--- src/rtl/mfn_pkg.sv ---
// shared widths and the cross product index tables for the face morph and normal block
`timescale 1ns / 1ps
package mfn_pkg;

  localparam int CW        = 32;            // coordinate width
  localparam int NW        = 16;            // normal width, signed Q2.(NW-2)
  localparam int SW        = 12;            // speed register width
  localparam int MORPH_DIV = 1000;

  localparam int PW   = CW + SW;            // speed times delta
  localparam int VW   = CW + 1;             // vertex difference
  localparam int MW   = 30;                 // reduced magnitude width
  localparam int VMW  = (VW > MW) ? VW : MW;
  localparam int NACC = 2 * MW + 2;         // signed cross product component
  localparam int NMW  = 2 * MW + 1;         // its magnitude
  localparam int SQW  = 2 * MW + 2;         // sum of squares
  localparam int RW   = SQW + 1;            // square root work width
  localparam int NUMW = NW + MW;            // normal division dividend
  localparam int DVW  = (PW > NUMW) ? PW : NUMW;
  localparam int DSW  = MW + 2;             // divisor width
  localparam int SUMW = DVW + 2;            // morph sum before saturation

  // cross product term j uses v1[xa_idx(j)] * v2[xb_idx(j)], odd terms subtract
  function automatic logic [1:0] xa_idx(input logic [2:0] j);
    logic [1:0] r;
    unique case (j)
      3'd0:    r = 2'd1;
      3'd1:    r = 2'd2;
      3'd2:    r = 2'd2;
      3'd3:    r = 2'd0;
      3'd4:    r = 2'd0;
      3'd5:    r = 2'd1;
      default: r = 2'd0;
    endcase
    return r;
  endfunction

  function automatic logic [1:0] xb_idx(input logic [2:0] j);
    logic [1:0] r;
    unique case (j)
      3'd0:    r = 2'd2;
      3'd1:    r = 2'd1;
      3'd2:    r = 2'd0;
      3'd3:    r = 2'd2;
      3'd4:    r = 2'd1;
      3'd5:    r = 2'd0;
      default: r = 2'd0;
    endcase
    return r;
  endfunction

endpackage

--- src/rtl/mfn_div.sv ---
// bit-serial restoring divider, one quotient bit per cycle
`timescale 1ns / 1ps
module mfn_div (
  input  logic                   clk_i,
  input  logic                   rst_ni,
  input  logic                   start_i,
  input  logic [mfn_pkg::DVW-1:0] dividend_i,
  input  logic [mfn_pkg::DSW-1:0] divisor_i,
  output logic                   done_o,
  output logic [mfn_pkg::DVW-1:0] quotient_o
);
  import mfn_pkg::*;

  localparam int CNTW = $clog2(DVW);

  logic            busy_q;
  logic            done_q;
  logic [CNTW-1:0] cnt_q;
  logic [DSW-1:0]  rem_q;
  logic [DSW-1:0]  dsr_q;
  logic [DVW-1:0]  quo_q;

  logic [DSW:0] rem_sh;
  logic [DSW:0] rem_nx;
  logic         ge;

  always_comb begin
    rem_sh = {rem_q, quo_q[DVW-1]};
    ge     = (rem_sh >= {1'b0, dsr_q});
    rem_nx = ge ? (rem_sh - {1'b0, dsr_q}) : rem_sh;
  end

  always_ff @(posedge clk_i or negedge rst_ni) begin
    if (!rst_ni) begin
      busy_q <= 1'b0;
      done_q <= 1'b0;
      cnt_q  <= '0;
    end else begin
      done_q <= 1'b0;
      if (start_i) begin
        busy_q <= 1'b1;
        cnt_q  <= '0;
      end else if (busy_q) begin
        cnt_q <= cnt_q + 1'b1;
        if (cnt_q == CNTW'(DVW - 1)) begin
          busy_q <= 1'b0;
          done_q <= 1'b1;
        end
      end
    end
  end

  always_ff @(posedge clk_i) begin
    if (start_i) begin
      quo_q <= dividend_i;
      rem_q <= '0;
      dsr_q <= divisor_i;
    end else if (busy_q) begin
      quo_q <= {quo_q[DVW-2:0], ge};
      rem_q <= rem_nx[DSW-1:0];
    end
  end

  assign done_o     = done_q;
  assign quotient_o = quo_q;

endmodule

--- config.mk ---
export PLATFORM = sky130hd
export DESIGN_NAME = mfn_div
export DESIGN_NICKNAME = d
export VERILOG_FILES = /design/src/rtl/mfn_pkg.sv /design/src/rtl/mfn_div.sv
export SDC_FILE = /design/constraint.sdc
export NUM_CORES = 1
export LEC_CHECK = 0
export BUFFER_PORTS_ARGS = -buffer_cell sky130_fd_sc_hd__buf_2
export CAP_MARGIN = 20
export CORE_MARGIN = 3
export CORE_UTILIZATION = 37
export CTS_CLUSTER_DIAMETER = 50
export DETAILED_ROUTE_END_ITERATION = 8
export SKIP_LAST_GASP = 1
export SLEW_MARGIN = 40
export SYNTH_ARGS = -nofsm -noshare
export SYNTH_HDL_FRONTEND = slang
export SYNTH_SLANG_ARGS = --single-unit
--- constraint.sdc ---
create_clock -name clk_i -period 3.8 [get_ports clk_i]
set_input_delay 0.57 -clock clk_i [delete_from_list [all_inputs] [get_ports clk_i]]
set_output_delay 0.57 -clock clk_i [all_outputs]
set_load 0.005 [all_outputs]
### Yosys cells after proc, flatten, opt, wreduce, memory -nomap -nowiden

Cells that the tools add are included.
Widths: inputs -> output; s select.

* register bits: 118
* bits of input ports: 81
* output and inout bits: 47
* word-level logic and storage cells: 22

* $add $sub $neg: 2
* magnitude comparators: 1
* equal/unequal tests: 1
* mux-type cells: 11
* reductions and logical operators: 1

Operator list (number)
* $mux 46: 2
* $ge 33x32->1: 1
* $mux 32: 1
* $sub 32x32->32: 1
* $mux 6: 2
* $add 6x1->6 const B: 1
* $eq 6x6->1 const B: 1
* $mux 1: 6
* $reduce_bool 2->1: 1

### Logic depth before layout (Yosys ltp)

* word-level depth: 4
* depth in mapped cells: 13
* depth with buffers taken out: 11

### Worst setup path after synthesis

OpenSTA, ideal clock, no wires.

* path type: reg2reg
* start point: register dsr_q[14]
* end point: register quo_q[0], in the netlist quotient_o[0] (data pin)
* library setup time: 0.260 ns
* arrival: 2.534 ns
* required time: 3.540 ns
* slack: 1.006 ns
* cell stages (with the launch flop): 13
* path buffers: 3
* clock period less this slack: 2.794 ns
* path through: edfxtp_1 -> inv_1 -> ha_1 -> buf_6 -> a21oi_2 -> o21ai_2 -> a2111oi_4 -> and3_4 -> o21ai_2 -> a2111o_1 -> buf_6 -> buf_6 -> mux2_2

* cells in the longest elaborated chain, start to end: 3

Ends and longest elaborated chain
* start: declaration: RTL line mfn_div.sv:20 `logic [DSW-1:0] dsr_q;`
* start signal: assignment: RTL line mfn_div.sv:57 `dsr_q <= divisor_i;`
* $ge 33x32->1: RTL line mfn_div.sv:29 `ge = (rem_sh >= {1'b0, dsr_q});`
* $mux 46: RTL line mfn_div.sv:58 `end else if (busy_q) begin`
* $mux 46: RTL line mfn_div.sv:54 `if (start_i) begin`
* end signal: assignment: RTL line mfn_div.sv:55 `quo_q <= dividend_i;`
* end signal: assignment: RTL line mfn_div.sv:59 `quo_q <= {quo_q[DVW-2:0], ge};`
* end: declaration: RTL line mfn_div.sv:21 `logic [DVW-1:0] quo_q;`

Every way passes these cells. The select of a mux whose other input is x is not followed.
A chain may end at the register's enable or synchronous reset.

### Worst setup path after layout

* start point: register dsr_q[14]
* end point: register rem_q[23]

* cells in the longest elaborated chain, start to end: 2
* elaborated cells between the ends (all ways): 3
* classes of those cells: add/sub: 1; order compare: 1; mux: 1

Ends and longest elaborated chain
* $sub 32x32->32 or $ge 33x32->1 (tied branches): RTL line mfn_div.sv:30, mfn_div.sv:29
* $mux 32 (*): RTL line mfn_div.sv:30 `rem_nx = ge ? (rem_sh - {1'b0, dsr_q}) : rem_sh;`
* end signal: assignment: RTL line mfn_div.sv:60 `rem_q <= rem_nx[DSW-1:0];`
* end: declaration: RTL line mfn_div.sv:19 `logic [DSW-1:0] rem_q;`

Every way passes the cells marked *; elsewhere a longest branch is shown, timed or not.

==> run_results.csv <==
group,metric,value,unit
clock_tree,clk-insertion-delay-late,0.42,ns
detailed_routing,detail_route.drc_violations,0,
min_path,hp-class,"in2reg",
place,post_dp_cell_area,7470,µm²
floorplanning,fp.dieH,140,µm
critical_path,cp_max_fo,18,
floorplanning,ios,128,
floorplanning,die-area,19600,µm²
cells_and_area,fin_util,0.461,
detailed_routing,dr_total_vias,5106,
global_routing,grt_start_max_net_pins,62,
global_routing,gr-usage-all-layers,0.163,
detailed_routing,first_pass_iters,4,
cells_and_area,stdcell_area,8060,µm²
cells_and_area,syn_to_final_growth,21.1,%
synth,synth_edf_count,78,
detailed_routing,ant_nets,0,
critical_path,worstReg2RegStart,"dsr_q[14]",
detailed_routing,avgViaCountPerCell,5.20,
timing,setup_ws,0.600,ns
synth,ys_async_sr_fraction,0.0678,
timing,setup_violations,0,
cells_and_area,drive_gt1_frac,0.292,
cells_and_area,fillers,1654,
cells_and_area,mostFrequentLayoutCells,"buf_2 (126), edfxtp_1 (78), nor2_1 (58)",
clock_tree,postCtsSetupRepairBufs,0,
synth,syn_area,6660,µm²
cells_and_area,seq_area,3180,µm²
power,design_power_total,4.50,mW
synth,ys_types,59,
place,io_buffers,127,
cells_and_area,antenna_cells,0,
synth,yosysSeqAreaShare,0.478,
place,gp_congestion,0.906,
clock_tree,cts_tree,"done",
timing,worstMarginPinSlew,0.773,ns
critical_path,cp.arrival,3.52,ns
clock_tree,root_buffer,"clkbuf_16",
power,p_leak,3.36,nW
min_path,min_to,"dsr_q[18]",
run,cap_viol_max_count,0,
timing,slew_violations,0,
cells_and_area,final_nets,859,
critical_path,end_kind,"register",
global_routing,gr-total-overflow,0,
timing,fin_tns_setup,0,ns
floorplanning,initial_utilization,0.381,
place,pre_cts_slack,0.593,ns
synth,synthFlopType,"edfxtp_1",
power,ir_drop,0.426,mV
floorplanning,core_region_area,17500,µm²
timing,fin_skew,0.0106,ns
synth,synth_fp_nets,737,
critical_path,worst-r2r-cell-count,11,
timing,period_share,0.842,
synth,postSynthAreaPerCell,10.7,µm²
clock_tree,cts_made_buffers,17,
detailed_routing,wl_per_cell,15.8,µm
min_path,min_from,"divisor_i[18]",
synth,synthCells,621,
critical_path,r2r_slack,0.60,ns
global_routing,antenna_found_initial,0,
global_routing,grt_pass1_vias,5254,
critical_path,crit_required,4.12,ns
timing,hold_violations,0,
critical_path,crit_type,"reg2reg",
timing,rsz0062_at_grt,"no",
clock_tree,cts-resized-gates,0,
clock_tree,clockBufferDepth,2,
clock_tree,cts_max_level,4,
timing,whs,0.318,ns
floorplanning,rows,48,
global_routing,grt_pass1_wl,25900,µm
synth,synth_area_leaders,"edfxtp_1 (35%), dfxtp_1 (9.6%), mux2_2 (7.8%)",
cells_and_area,layout_commonest_cell,"buf_2",
floorplanning,die_x,140,µm
synth,yosysTopAreaCellShare,0.352,
cells_and_area,multiInputGateArea,3140,µm²
power,p_per_area,559,nW/µm²
clock_tree,cts_hold_buf,1,
timing,slew_headroom,0.484,
clock_tree,cts_sinks,118,
clock_tree,clk_pin_slew,0.06,ns
synth,ys_seq_elements,118,
critical_path,timing.rr.end,"rem_q[23]",
synth,yosysWarnings,0,
timing,finalCriticalPeriod,3.20,ns
min_path,hold_depth,1,
cells_and_area,stdcell_count,981,
detailed_routing,drt-initial-drc-count,237,
critical_path,start_kind,"register",
place,dpl.hpwl,11200,µm
detailed_routing,drt_wl_total,15500,µm
status,status,"finished clean",
synth,synth_top_cell_by_area,"edfxtp_1",
place,dpl.cell_count,948,
timing,fmax,0.313,GHz
[final cells by class]
type | count | area share
Tap cell | 225 | 0.0349
Timing Repair Buffer | 135 | 0.0885
Inverter | 43 | 0.0200
Multi-Input combinational cell | 428 | 0.389
Clock buffer | 19 | 0.0537
Clock inverter | 13 | 0.0185
Sequential cell | 118 | 0.395
[sequential cells by signal, summed over array words and instances, names as in the netlist]
signal      flops
busy_q          1
quotient_o     46
cnt_q           6
done_o          1
dsr_q          32
rem_q          32
[layer usage]
metal | routed length [µm] | vias to the layer above | GRT usage
li1 | - | 2528 | -
met1 | 6830 | 2424 | 0.204
met2 | 7610 | 132 | 0.272
met3 | 827 | 22 | 0.0471
met4 | 272 | 0 | 0.0530
met5 | 0 | - | 0
[cell usage after synthesis, drive strengths merged, types with 3 or more instances]
cell,number
a31o,4
dfrtp,8
clkbuf,22
o21ai,22
a21o,5
edfxtp,78
buf,10
nor3,8
mux2,47
mux2i,21
xor2,12
or3,4
a31oi,4
nand3,15
ha,34
inv,43
nand4,14
nand2b,4
xnor2,20
o21bai,3
o31ai,5
and3,3
dfxtp,32
o21a,4
nor2,58
a311oi,3
o211ai,5
nor2b,7
nand2,35
a21oi,36
a211oi,24
and2,4
[worst max-delay path by stage]
| stage | startpoint | to | slack (ns) | depth (start not counted) |
|---|---|---|---|---|
| 6_report | dsr_q[14] | rem_q[23] | 0.60 | 11 |
| 3_3_place_gp | dsr_q[14] | rem_q[23] | 0.70 | 11 |
| 4_1_cts | dsr_q[14] | rem_q[23] | 0.58 | 11 |
| 2_1_floorplan | dsr_q[14] | quotient_o[0] | 1.01 | 12 |
| 5_1_grt | dsr_q[14] | rem_q[23] | 0.42 | 11 |
| 3_5_place_dp | dsr_q[14] | rem_q[23] | 0.59 | 11 |
[power by group]
part / switching, mW / internal (mW)
Combinational: 0.685 / 0.565
Clock: 0.627 / 0.974
Sequential: 0.105 / 1.55
[logic make-up after synthesis]
kind of cell	Yosys count	synth area share
simple gates	158	0.111
compound gates	135	0.140
fa+ha+maj	35	0.0669
mux	68	0.111
buf+inv	75	0.0507
flops	118	0.478
xor+xnor	32	0.0421
[critical path, cell delays in order, from the launching register on]
cell       delay, ns
edfxtp_1        0.33
inv_1           0.05
ha_1            0.39
a21oi_2         0.25
o21ai_2         0.13
a2111oi_4       0.40
and3_4          0.28
o21ai_2         0.07
a2111o_1        0.49
buf_4           0.25
or2_1           0.22
a311oi_1        0.25
Note: power is estimated with default switching activity, not from simulation.
